[config.mk]
export PLATFORM = sky130hd
export DESIGN_NAME = big_endian_field_to_double
export DESIGN_NICKNAME = d
export VERILOG_FILES = /design/src/hw/rtl/bef2d_pkg.sv /design/src/hw/rtl/bef2d_decode.sv /design/src/hw/rtl/bef2d_norm.sv /design/src/hw/rtl/bef2d_pack.sv /design/src/hw/rtl/big_endian_field_to_double.sv
export SDC_FILE = /design/constraint.sdc
export NUM_CORES = 1
export LEC_CHECK = 0
export ABC_AREA = 1
export BUFFER_PORTS_ARGS = -buffer_cell sky130_fd_sc_hd__buf_2
export CORE_MARGIN = 4
export CORE_UTILIZATION = 54
export DETAILED_ROUTE_END_ITERATION = 16
export HOLD_SLACK_MARGIN = 0.03
export PLACE_DENSITY = 0.79
export SYNTH_ARGS = -nofsm -noshare
export SYNTH_HDL_FRONTEND = slang
export SYNTH_SLANG_ARGS = --single-unit
[constraint.sdc]
create_clock -name clk_i -period 5.03 [get_ports clk_i]
set_input_delay 1.2575 -clock clk_i [delete_from_list [all_inputs] [get_ports clk_i]]
set_output_delay 1.2575 -clock clk_i [all_outputs]
set_load 0.02 [all_outputs]
[src/hw/rtl/bef2d_pkg.sv]
// Package for big_endian_field_to_double: format codes and stage word types.
// No dependencies.
package bef2d_pkg;

  typedef enum logic [2:0] {
    KIND_INT8  = 3'd0,
    KIND_INT16 = 3'd1,
    KIND_INT32 = 3'd2,
    KIND_INT64 = 3'd3,
    KIND_FP32  = 3'd4,
    KIND_FP64  = 3'd5
  } kind_e;

  // Operand class after decode.
  typedef enum logic [1:0] {
    CLS_INT  = 2'd0,
    CLS_PASS = 2'd1,
    CLS_SUB  = 2'd2
  } cls_e;

  // Word leaving the decode stage.
  typedef struct packed {
    logic        valid;
    cls_e        cls;
    logic        sign;
    logic [63:0] mag;   // integer magnitude, fp32 subnormal mantissa, or pass word
    logic        bad;
  } dec_t;

  // Word leaving the normalize stage.
  typedef struct packed {
    logic        valid;
    cls_e        cls;
    logic        sign;
    logic [63:0] norm;  // leading one at bit 63 (integer / subnormal), or pass word
    logic [5:0]  lz;
    logic        zero;
    logic        bad;
  } nrm_t;

endpackage

[src/hw/rtl/bef2d_decode.sv]
// Decode stage: byte field select, sign split, fp32 special handling.
// Depends on bef2d_pkg.
module bef2d_decode (
  input  logic                  clk_i,
  input  logic                  rst_ni,
  input  logic                  valid_i,
  input  logic [63:0]           raw_bytes_i,
  input  logic [2:0]            kind_i,
  output bef2d_pkg::dec_t       dec_o
);
  import bef2d_pkg::*;

  dec_t        dec_d, dec_q;
  logic [63:0] sx;
  logic [31:0] w;
  logic [7:0]  fe;
  logic [22:0] fm;

  always_comb begin
    dec_d       = '0;
    dec_d.valid = valid_i;
    dec_d.cls   = CLS_PASS;
    sx          = '0;
    w           = raw_bytes_i[63:32];
    fe          = w[30:23];
    fm          = w[22:0];
    unique case (kind_i)
      KIND_INT8:  sx = {{56{raw_bytes_i[63]}}, raw_bytes_i[63:56]};
      KIND_INT16: sx = {{48{raw_bytes_i[63]}}, raw_bytes_i[63:48]};
      KIND_INT32: sx = {{32{raw_bytes_i[63]}}, raw_bytes_i[63:32]};
      default:    sx = raw_bytes_i;
    endcase
    unique case (kind_i)
      KIND_INT8, KIND_INT16, KIND_INT32, KIND_INT64: begin
        dec_d.cls  = CLS_INT;
        dec_d.sign = sx[63];
        dec_d.mag  = sx[63] ? (~sx + 64'd1) : sx;
      end
      KIND_FP32: begin
        dec_d.sign = w[31];
        if (fe == 8'hFF) begin
          dec_d.mag = {w[31], 11'h7FF, (fm != 23'd0), fm[21:0], 29'd0};
          if (fm != 23'd0) dec_d.mag[51] = 1'b1;
          dec_d.mag[51] = dec_d.mag[51] | fm[22];
        end else if (fe == 8'd0) begin
          dec_d.cls = CLS_SUB;
          dec_d.mag = {fm, 41'd0};
        end else begin
          dec_d.mag = {w[31], {3'b000, fe} + 11'd896, fm, 29'd0};
        end
      end
      KIND_FP64: dec_d.mag = raw_bytes_i;
      default:   dec_d.bad = 1'b1;
    endcase
  end

  // Clear only the valid bit on reset; the payload just follows the input.
  always_ff @(posedge clk_i or negedge rst_ni) begin
    if (!rst_ni) begin
      dec_q.valid <= 1'b0;
    end else begin
      dec_q <= dec_d;
    end
  end

  assign dec_o = dec_q;

endmodule

[src/hw/rtl/bef2d_norm.sv]
// Normalize stage: leading-zero count and left shift of the magnitude.
// Depends on bef2d_pkg.
module bef2d_norm (
  input  logic            clk_i,
  input  logic            rst_ni,
  input  bef2d_pkg::dec_t dec_i,
  output bef2d_pkg::nrm_t nrm_o
);
  import bef2d_pkg::*;

  nrm_t        nrm_d, nrm_q;
  logic [63:0] v;
  logic [5:0]  lz;

  // Six-step binary search for the leading one.
  always_comb begin
    v  = dec_i.mag;
    lz = '0;
    if (v[63:32] == 32'd0) begin lz[5] = 1'b1; v = v << 32; end
    if (v[63:48] == 16'd0) begin lz[4] = 1'b1; v = v << 16; end
    if (v[63:56] == 8'd0)  begin lz[3] = 1'b1; v = v << 8;  end
    if (v[63:60] == 4'd0)  begin lz[2] = 1'b1; v = v << 4;  end
    if (v[63:62] == 2'd0)  begin lz[1] = 1'b1; v = v << 2;  end
    if (v[63] == 1'b0)     begin lz[0] = 1'b1; v = v << 1;  end
    nrm_d       = '0;
    nrm_d.valid = dec_i.valid;
    nrm_d.cls   = dec_i.cls;
    nrm_d.sign  = dec_i.sign;
    nrm_d.bad   = dec_i.bad;
    nrm_d.zero  = (dec_i.mag == 64'd0);
    nrm_d.lz    = lz;
    nrm_d.norm  = (dec_i.cls == CLS_PASS) ? dec_i.mag : v;
  end

  // Clear only the valid bit on reset; the payload just follows the input.
  always_ff @(posedge clk_i or negedge rst_ni) begin
    if (!rst_ni) begin
      nrm_q.valid <= 1'b0;
    end else begin
      nrm_q <= nrm_d;
    end
  end

  assign nrm_o = nrm_q;

`ifndef ASSERT_OFF
  // A nonzero magnitude always leaves with its leading one at the top.
  a_norm_top: assert property (@(posedge clk_i) disable iff (!rst_ni)
    nrm_q.valid && nrm_q.cls != CLS_PASS && !nrm_q.zero |-> nrm_q.norm[63])
    else $error("normalized word lacks leading one");
  // Zero flag matches a cleared shifted word.
  a_norm_zero: assert property (@(posedge clk_i) disable iff (!rst_ni)
    nrm_q.valid && nrm_q.cls == CLS_INT && nrm_q.zero |-> nrm_q.norm == 64'd0)
    else $error("zero flag with nonzero word");
  // Decode valid is registered into this stage's output in the next cycle.
  a_norm_valid: assert property (@(posedge clk_i) disable iff (!rst_ni)
    dec_i.valid |=> nrm_q.valid)
    else $error("valid lost in normalize stage");
`endif

endmodule

[src/hw/rtl/bef2d_pack.sv]
// Pack stage: rounding, exponent build and result register.
// Depends on bef2d_pkg.
module bef2d_pack (
  input  logic            clk_i,
  input  logic            rst_ni,
  input  bef2d_pkg::nrm_t nrm_i,
  output logic            valid_o,
  output logic [63:0]     double_bits_o,
  output logic            bad_format_o
);
  import bef2d_pkg::*;

  logic        valid_q;
  logic [63:0] bits_d, bits_q;
  logic        bad_d, bad_q;
  logic [53:0] keep;
  logic        rnd, lsb, half, sticky;
  logic [10:0] ex;

  always_comb begin
    lsb    = nrm_i.norm[11];
    half   = nrm_i.norm[10];
    sticky = |nrm_i.norm[9:0];
    rnd    = half && (sticky || lsb);
    keep   = {1'b0, nrm_i.norm[63:11]} + {53'd0, rnd};
    ex     = 11'd1086 - {5'd0, nrm_i.lz};
    if (keep[53]) ex = ex + 11'd1;
    bits_d = '0;
    bad_d  = nrm_i.bad;
    if (!nrm_i.bad) begin
      unique case (nrm_i.cls)
        CLS_INT: begin
          if (!nrm_i.zero) begin
            bits_d = {nrm_i.sign, ex, keep[53] ? keep[52:1] : keep[51:0]};
          end
        end
        CLS_SUB: begin
          // Mantissa sat at bit 63 for m[22]; exponent 874 + top bit.
          if (nrm_i.zero) begin
            bits_d = {nrm_i.sign, 63'd0};
          end else begin
            bits_d = {nrm_i.sign, 11'd896 - {5'd0, nrm_i.lz}, nrm_i.norm[62:11]};
          end
        end
        default: bits_d = nrm_i.norm;
      endcase
    end
  end

  always_ff @(posedge clk_i or negedge rst_ni) begin
    if (!rst_ni) begin
      valid_q <= 1'b0;
    end else begin
      valid_q <= nrm_i.valid;
    end
  end

  always_ff @(posedge clk_i) begin
    bits_q <= bits_d;
    bad_q  <= bad_d;
  end

  assign valid_o       = valid_q;
  assign double_bits_o = bits_q;
  assign bad_format_o  = bad_q;

`ifndef ASSERT_OFF
  // A flagged format always carries an all-zero value.
  a_pack_bad: assert property (@(posedge clk_i) disable iff (!rst_ni)
    valid_q && bad_q |-> bits_q == 64'd0)
    else $error("bad format with nonzero value");
  // Normalize valid is registered onto the output in the next cycle.
  a_pack_valid: assert property (@(posedge clk_i) disable iff (!rst_ni)
    nrm_i.valid |=> valid_q)
    else $error("valid lost in pack stage");
  // Integer results never land on infinity or NaN exponents.
  a_pack_int: assert property (@(posedge clk_i) disable iff (!rst_ni)
    nrm_i.valid && !nrm_i.bad && nrm_i.cls == CLS_INT |=> bits_q[62:52] != 11'h7FF)
    else $error("integer result overflowed exponent");
`endif

endmodule

[src/hw/rtl/big_endian_field_to_double.sv]
// Top level of big_endian_field_to_double: three-stage conversion pipeline.
// Depends on bef2d_pkg, bef2d_decode, bef2d_norm, bef2d_pack.
//
//   channel  | handshake          | word
//   ---------+--------------------+---------------------------------
//   input    | start / busy       | raw_bytes_i[63:0], kind_i[2:0]
//   result   | done_o (strobe)    | double_bits_o[63:0], bad_format_o
//
// Every word passes from start to done_o through decode, normalize
// (leading-zero search and shift), then round and pack. A new word may enter
// every cycle; busy stays low since the receiver cannot stall the strobe.
// Reset clears the stage valid bits only; payload registers are left as is.
module big_endian_field_to_double (
  input  logic        clk_i,
  input  logic        rst_ni,
  input  logic        start,
  output logic        busy,
  input  logic [63:0] raw_bytes_i,
  input  logic [2:0]  kind_i,
  output logic        done_o,
  output logic [63:0] double_bits_o,
  output logic        bad_format_o
);
  import bef2d_pkg::*;

  dec_t dec;
  nrm_t nrm;

  // Never hold off a word: the pipe drains one per cycle.
  assign busy = 1'b0;

  bef2d_decode u_decode (
    .clk_i       (clk_i),
    .rst_ni      (rst_ni),
    .valid_i     (start && !busy),
    .raw_bytes_i (raw_bytes_i),
    .kind_i      (kind_i),
    .dec_o       (dec)
  );

  bef2d_norm u_norm (
    .clk_i  (clk_i),
    .rst_ni (rst_ni),
    .dec_i  (dec),
    .nrm_o  (nrm)
  );

  bef2d_pack u_pack (
    .clk_i         (clk_i),
    .rst_ni        (rst_ni),
    .nrm_i         (nrm),
    .valid_o       (done_o),
    .double_bits_o (double_bits_o),
    .bad_format_o  (bad_format_o)
  );

`ifndef ASSERT_OFF
  // An accepted word appears at the output after the decode, normalize and pack registers.
  a_top_latency: assert property (@(posedge clk_i) disable iff (!rst_ni)
    start |-> ##3 done_o)
    else $error("word did not arrive after three cycles");
  // No strobe without an accepted word that has passed the decode, normalize and pack registers.
  a_top_nospur: assert property (@(posedge clk_i) disable iff (!rst_ni)
    done_o |-> $past(start, 3))
    else $error("spurious result strobe");
  // Passthrough of fp64 is bit exact.
  a_top_fp64: assert property (@(posedge clk_i) disable iff (!rst_ni)
    start && kind_i == KIND_FP64 |-> ##3 double_bits_o == $past(raw_bytes_i, 3))
    else $error("fp64 word altered");
`endif

endmodule
==> impl_metrics.py, run 1 <==
metrics = {
    "outcome": {
        "outcome": "completed",
    },
    "synthesis": {
        "syn_nets": 2796,
        "ys_seq_area_share_pct": 33.16,
        "async_flop_share_pct": 1.422,
        "synth_top_cell_by_area": "edfxtp_1",
        "synth_xor_area_share_pct": 2.663,
        "syn_area_per_cell_um2": 6.282,
        "ys_seq_elements": 211,
        "synthAdderAreaFrac_pct": 0.2927,
        "synth_mux_area_share_pct": 0.05854,
        "synth_cell_types": 48,
        "synthCells": 2722,
        "yosys.area_share.simple_pct": 37.75,
        "yosysTopAreaCellShare_pct": 25.11,
        "synthTopCellsByArea": "edfxtp_1 (25%), nand2_1 (23%), dfxtp_1 (7.6%)",
        "yosysWarnings": 0,
        "netlist_area_um2": 17100,
        "synth_top_family_by_area": "simple AND/OR/NAND/NOR gates",
        "synth-edff-count": 143,
        "synth_ff_type": "edfxtp_1",
        "synth_compound_area_share_pct": 16.84,
    },
    "global_routing": {
        "grt_max_degree": 76,
        "overflow": 0,
        "grtUsageTotal_pct": 36.01,
        "antenna_found_initial": 0,
        "grt_pass1_vias": 18107,
        "grt_pass1_wl_um": 98120,
    },
    "place": {
        "placed_area_um2": 18170,
        "portBuffers": 135,
        "pre_cts_slack_ns": 0.3009,
        "hpwl_um": 49720,
        "gp_congestion": 1.086,
    },
    "sta": {
        "finalHoldViolCount": 0,
        "period_share_pct": 92.46,
        "slew_viol_final": 0,
        "rsz0062_at_grt": "no",
        "max_freq_mhz": 215.0,
        "fin_ws_ns": 0.3794,
        "fin_skew_ns": 0.02672,
        "maxSlewHeadroom_pct": 36.73,
        "finalSetupViolCount": 0,
        "period_minus_slack_ns": 4.651,
        "finalSetupTns_ns": 0,
        "worstMarginPinSlew_ns": 0.9479,
    },
    "route": {
        "detail-route-antenna-nets": 0,
        "drt-pass1-iter-count": 6,
        "drt_wl_total_um": 63950,
        "first_iter_violations": 2801,
        "vias": 19300,
        "wire_per_inst_um": 19.93,
        "drc": 0,
        "viasPerCell": 6.014,
    },
    "hold_path": {
        "holdCritPathClass": "reg -> reg",
        "holdPathStages": 0,
    },
    "floorplan": {
        "start_util_pct": 55.32,
        "die_y_um": 186.0,
        "die_w_um": 186.0,
        "dieArea_um2": 34580,
        "rows": 64,
        "core_um2": 30910,
        "io_pins": 137,
    },
    "critical_path": {
        "r2r_cells": 23,
        "cp.depth": 23,
        "crit_type": "reg -> reg",
        "critPathMaxFanout": 39,
        "path_buf_inv": 4,
        "worstPathRequired_ns": 5.39,
        "cp-end-kind": "register",
        "critPathTopFamily": "simple AND/OR/NAND/NOR gates",
        "worst_path_most_repeated_cell": "nand2_1",
        "cp_slowest_stage_delay_ns": 0.49,
        "arrival_ns": 5.01,
        "worstPathCellList": "nor2_1, nand2_1, nor2_1, nand2_1, nor2_4, nand2_1, nand2_1, nor2_1, nand2_1, nor2_2, nand2_2, buf_4, inv_1, a21oi_1, o21ai_1, nand3_1, nand2_2, inv_2, nand2_4, nor2_8, buf_4, nand2_1, nand3_1",
        "start_kind": "register",
        "slowest_stage": "nor2_4",
    },
    "clocking": {
        "cts_root_buffer": "clkbuf_16",
        "clk_pin_slew_worst_paths_ns": 0.06,
        "cts_buffer_depth": 3,
        "htreeDepth": 1,
        "post_cts_buffers": 0,
        "clkLatencyLatePin_ns": 0.53,
        "cts-buffers-inserted": 21,
        "hold_buffers": 0,
        "cts_resized": 0,
        "cts_tree": "built",
        "cts.sink_count": 211,
    },
    "finish": {
        "final_common_cell": "nand2_1",
        "areaGrowthSynthToFinish_pct": 10.39,
        "final_cell_mix": "nand2_1 (1,035), inv_1 (249), nor2_1 (222), o21ai_0 (205), nand3_1 (162)",
        "stdcell_area_um2": 18880,
        "fin_util_pct": 61.07,
        "layout.nets": 2872,
        "drive_gt1_share_pct": 9.598,
        "insertedDiodeCount": 0,
        "fillers": 2963,
    },
    "power_and_ir_drop": {
        "vdd_ir_drop_max_uv": 277.3,
        "p_leak_nw": 8.621,
        "power_w": 0.005498,
        "power_density_nw_per_um2": 291.2,
    },
    "flow_run": {
        "maxCapViolCount": 0,
    },
}
## power breakdown
part	total (W)	internal, W	switching [W]
registers	0.00233	0.00210	0.000228
clock network	0.00160	0.000924	0.000674
logic	0.00157	0.000495	0.00107
total	0.00550	0.00352	0.00198
## routing by layer
| layer | GRT usage (%) | wire, µm | vias up |
|---|---|---|---|
| li1 | - | - | 9171 |
| met1 | 44.57 | 24470 | 8583 |
| met2 | 58.49 | 28240 | 1280 |
| met3 | 4.671 | 5948 | 266 |
| met4 | 24.66 | 5286 | 0 |
| met5 | 0 | 0 | - |
## cell type report
type                            instances  area (µm²)  share of cell area [%]
Timing Repair Buffer                  194        1175                   6.224
Clock inverter                         13       137.6                  0.7291
Multi-Input combinational cell       2115        9871                   52.29
Clock buffer                           25       570.5                   3.022
Tap cell                              396       495.5                   2.625
Sequential cell                       211        5670                   30.04
Inverter                              255       957.2                   5.071
## Yosys cell counts, drive strengths merged, types with 2 or more instances
master / n
clkbuf: 89
a22oi: 23
dfxtp: 65
and3: 2
o211ai: 15
a21oi: 102
xor2: 48
a32o: 19
o21ai: 212
o21a: 2
inv: 252
nor3: 51
dfrtp: 3
nand4: 28
or3: 5
nor4: 25
nand3b: 8
edfxtp: 143
nand3: 162
o31ai: 2
o22ai: 30
o2111ai: 7
o21bai: 11
or2: 13
nor2: 235
buf: 52
clkinv: 3
xnor2: 4
ha: 4
nand2: 1042
o221ai: 24
a31oi: 37
## worst register-to-register path, delay by kind of cell (launching register included)
| family | cells | cell delay (ns) |
|---|---|---|
| AND/OR/NAND/NOR | 17 | 2.61 |
| buffers and inverters | 4 | 0.96 |
| AO/OA/AOI/OAI | 2 | 0.46 |
| flip-flops | 1 | 0.44 |
## path summary, 6_finish.rpt
path	start	to	slack (ns)
worst min register to register	u_decode.dec_o[68]	u_norm.nrm_o[75]	0.36
worst max register to register	u_decode.dec_o[64]	u_norm.nrm_o[13]	0.38
min in group asynchronous	rst_ni	u_pack.valid_o	1.21
worst min-delay path	u_decode.dec_o[68]	u_norm.nrm_o[75]	0.36
worst max-delay path	u_decode.dec_o[64]	u_norm.nrm_o[13]	0.38
max in group asynchronous	rst_ni	u_norm.nrm_o[75]	3.55
## per-stage QoR
stage               hold slack, ns  cells
global placement            0.3324   3171
finish                      0.3571   3209
global route                0.3750   3209
floorplan                   0.3312   2722
CTS                         0.3616   3209
detailed placement          0.3477   3171
## sequential cells by signal, indices dropped and copies added, names as in the netlist
register              cells
u_pack.valid_o            1
u_pack.double_bits_o     64
u_pack.bad_format_o       1
u_norm.nrm_o             76
u_decode.dec_o           69
## cell families (layout without fill, tap and decap cells)
family / Yosys count / after routing
AND/OR/NAND/NOR: 1571 / 1571
XOR/XNOR: 52 / 52
AO/OA/AOI/OAI: 486 / 486
other: 1 / 1
buffers and inverters: 396 / 487
adder cells (fa/ha/maj): 4 / 4
flip-flops: 211 / 211
multiplexers: 1 / 1
Note: power is estimated with default switching activity, not from simulation.
==> run 2, diff against run 1 <==
Settings changed: PLACE_DENSITY 0.79 to 0.7.
==> run 2 against run 1 <==
Cell count increased by 0.16%; sequential cell count unchanged; non-clock buffer count unchanged; design area increased by 0.19%; wire length increased by 3.3%; count of clock-buffer cells in the layout increased by 4; combinational power about the same; clock power about the same; first-iteration DRC count decreased by 3.6%; via count increased by 1.4%; die area unchanged; largest cell class unchanged; largest power group unchanged.
==> impl_metrics.py, run 2 (synthesized netlist as in run 1, its figures left out) <==
metrics = {
    "outcome": {
        "outcome": "completed",
    },
    "clocking": {
        "cts_buffer_depth": 3,
        "clk_pin_slew_worst_paths_ns": 0.07,
        "post_cts_buffers": 0,
        "cts_root_buffer": "clkbuf_16",
        "clkLatencyLatePin_ns": 0.53,
        "cts.sink_count": 211,
        "htreeDepth": 1,
        "cts_tree": "built",
        "cts-buffers-inserted": 23,
    },
    "route": {
        "vias": 19577,
        "drt-pass1-iter-count": 9,
        "detail-route-antenna-nets": 0,
        "first_iter_violations": 2700,
        "wire_per_inst_um": 20.56,
        "viasPerCell": 6.091,
        "drc": 0,
        "drt_wl_total_um": 66080,
    },
    "place": {
        "gp_congestion": 1.051,
        "portBuffers": 135,
        "hpwl_um": 50640,
        "pre_cts_slack_ns": 0.1521,
    },
    "global_routing": {
        "antenna_found_initial": 1,
        "grt_max_degree": 81,
        "grt_pass1_wl_um": 100200,
        "grt_pass1_vias": 18055,
        "grtUsageTotal_pct": 37.04,
        "overflow": 0,
    },
    "power_and_ir_drop": {
        "power_density_nw_per_um2": 293.4,
        "clockPowerShare_pct": 29.4,
        "power_frac_comb_pct": 28.5,
        "p_leak_nw": 8.618,
        "sw_frac_of_total_pct": 36.55,
        "power_w": 0.005549,
        "p_switching_w": 0.002028,
        "seq_power_share_pct": 42.1,
        "vdd_ir_drop_max_uv": 173.8,
        "p_int_w": 0.003521,
    },
    "sta": {
        "rsz0062_at_grt": "no",
        "period_minus_slack_ns": 4.490,
        "period_share_pct": 89.26,
        "fin_ws_ns": 0.5400,
        "fin_skew_ns": 0.02545,
        "finalSetupTns_ns": 0,
        "finalHoldViolCount": 0,
        "slew_viol_final": 0,
        "max_freq_mhz": 222.7,
        "worstMarginPinSlew_ns": 0.8885,
        "maxSlewHeadroom_pct": 40.70,
        "finalSetupViolCount": 0,
    },
    "critical_path": {
        "cp_slowest_stage_delay_ns": 0.61,
        "crit_start": "u_decode.dec_o[55]",
        "crit_type": "reg -> reg",
        "r2r_start": "u_decode.dec_o[55]",
        "worstPathCellList": "nor2_1, nand2_1, nor2_1, nand2_1, nor2_4, nand2_1, nand2_1, nor2_1, nand2_1, nor2_2, nand2_2, buf_4, inv_1, a21oi_1, o21ai_1, nand3_1, nand2_2, inv_2, nand2_4, nor2_4, nand2_1, nand3_1",
        "cp-end-kind": "register",
        "arrival_ns": 4.88,
        "path_buf_inv": 3,
        "critPathMaxFanout": 39,
        "cp.depth": 22,
        "critPathCapture": "u_norm.nrm_o[63]",
        "start_kind": "register",
        "r2r_cells": 22,
        "critPathTopFamily": "simple AND/OR/NAND/NOR gates",
        "worst_path_most_repeated_cell": "nand2_1",
        "slowest_stage": "nor2_4",
        "worstPathRequired_ns": 5.42,
        "crit-reg2reg-capture": "u_norm.nrm_o[63]",
        "rrSetupSlack_ns": 0.54,
    },
    "finish": {
        "largest_reg_flops": 76,
        "insertedDiodeCount": 0,
        "multiInputGateArea_um2": 9893,
        "drive_gt1_share_pct": 9.723,
        "final_cell_mix": "nand2_1 (1,035), inv_1 (247), nor2_1 (222), o21ai_0 (205), nand3_1 (162)",
        "seq_area_um2": 5670,
        "final_common_cell": "nand2_1",
        "layout.nets": 2876,
        "areaGrowthSynthToFinish_pct": 10.59,
        "fillers": 3017,
    },
    "floorplan": {
        "die_y_um": 186.0,
        "start_util_pct": 55.32,
        "dieArea_um2": 34580,
        "rows": 64,
        "die_w_um": 186.0,
        "io_pins": 137,
        "core_um2": 30910,
    },
    "hold_path": {
        "holdCritPathClass": "reg -> reg",
        "holdPathStages": 0,
    },
    "flow_run": {
        "maxCapViolCount": 0,
    },
}
-- run 2: cell types whose count changed in the layout (fill, tap and decap cells not counted), sizes merged --
cell	before	now
inv	260	255
bufinv	2	0
clkinv	3	9
clkbuf	25	29
nor2	235	237
-- run 2: layout make-up --
type | count | share of cell area, %
Inverter | 255 | 5.061
Tap cell | 396 | 2.620
Timing Repair Buffer | 194 | 6.146
Sequential cell | 211 | 29.98
Clock buffer | 29 | 3.434
Clock inverter | 12 | 0.4433
Multi-Input combinational cell | 2117 | 52.31
-- run 2: per-layer routing --
metal	global-route usage (%)	part of all wire [%]	routed length (µm)	vias to the layer above
met5	0	0	0	-
met4	21.98	7.4	4864	0
met3	4.397	9.0	5941	292
met2	62.02	46	30350	1286
met1	45.93	38	24920	8806
li1	-	-	-	9193
-- run 2: power by group through the flow --
stage	Sequential [W]	Combinational (W)	Clock [W]
after floorplan	0.00231	0.00102	0
after global placement	0.00236	0.00151	0
after detailed placement	0.00236	0.00153	0
after CTS	0.00232	0.00154	0.00165
after global routing	0.00235	0.00175	0.00173
final	0.00234	0.00158	0.00163
-- run 2: how the worst min path moves through the flow --
stage / from / endpoint
finish: u_decode.dec_o[68] / u_norm.nrm_o[75]
global route: u_decode.dec_o[68] / u_norm.nrm_o[75]
CTS: u_decode.dec_o[68] / u_norm.nrm_o[75]
detailed placement: u_decode.dec_o[68] / u_norm.nrm_o[75]
global placement: u_norm.nrm_o[75] / u_pack.valid_o
floorplan: u_decode.dec_o[68] / u_norm.nrm_o[75]
-- run 2: worst reg2reg max path: cells and delay by family (launching register included) --
kind / cells / cell delay [ns]
and+or+nand+nor: 17 / 2.64
AOI/OAI and AO/OA: 2 / 0.46
buffers and inverters: 3 / 0.74
DFF: 1 / 0.52
-- run 2: repair_timing --
action | 4_1_cts | 5_1_grt
endpoints found under the setup margin | 0 | 35
hold buffers | 0 | 0
resized for setup | 0 | 1
-- run 2: stage by stage --
stage | utilization, % | hold slack (ns) | instance area [µm²] | instances
after floorplan | - | 0.3312 | 17100 | 2722
after global placement | 58.74 | 0.3330 | 18160 | 3171
after detailed placement | 58.74 | 0.3347 | 18160 | 3171
after CTS | 61.11 | 0.3490 | 18890 | 3212
after global routing | 61.18 | 0.3575 | 18910 | 3214
final | 61.18 | 0.3490 | 18910 | 3214
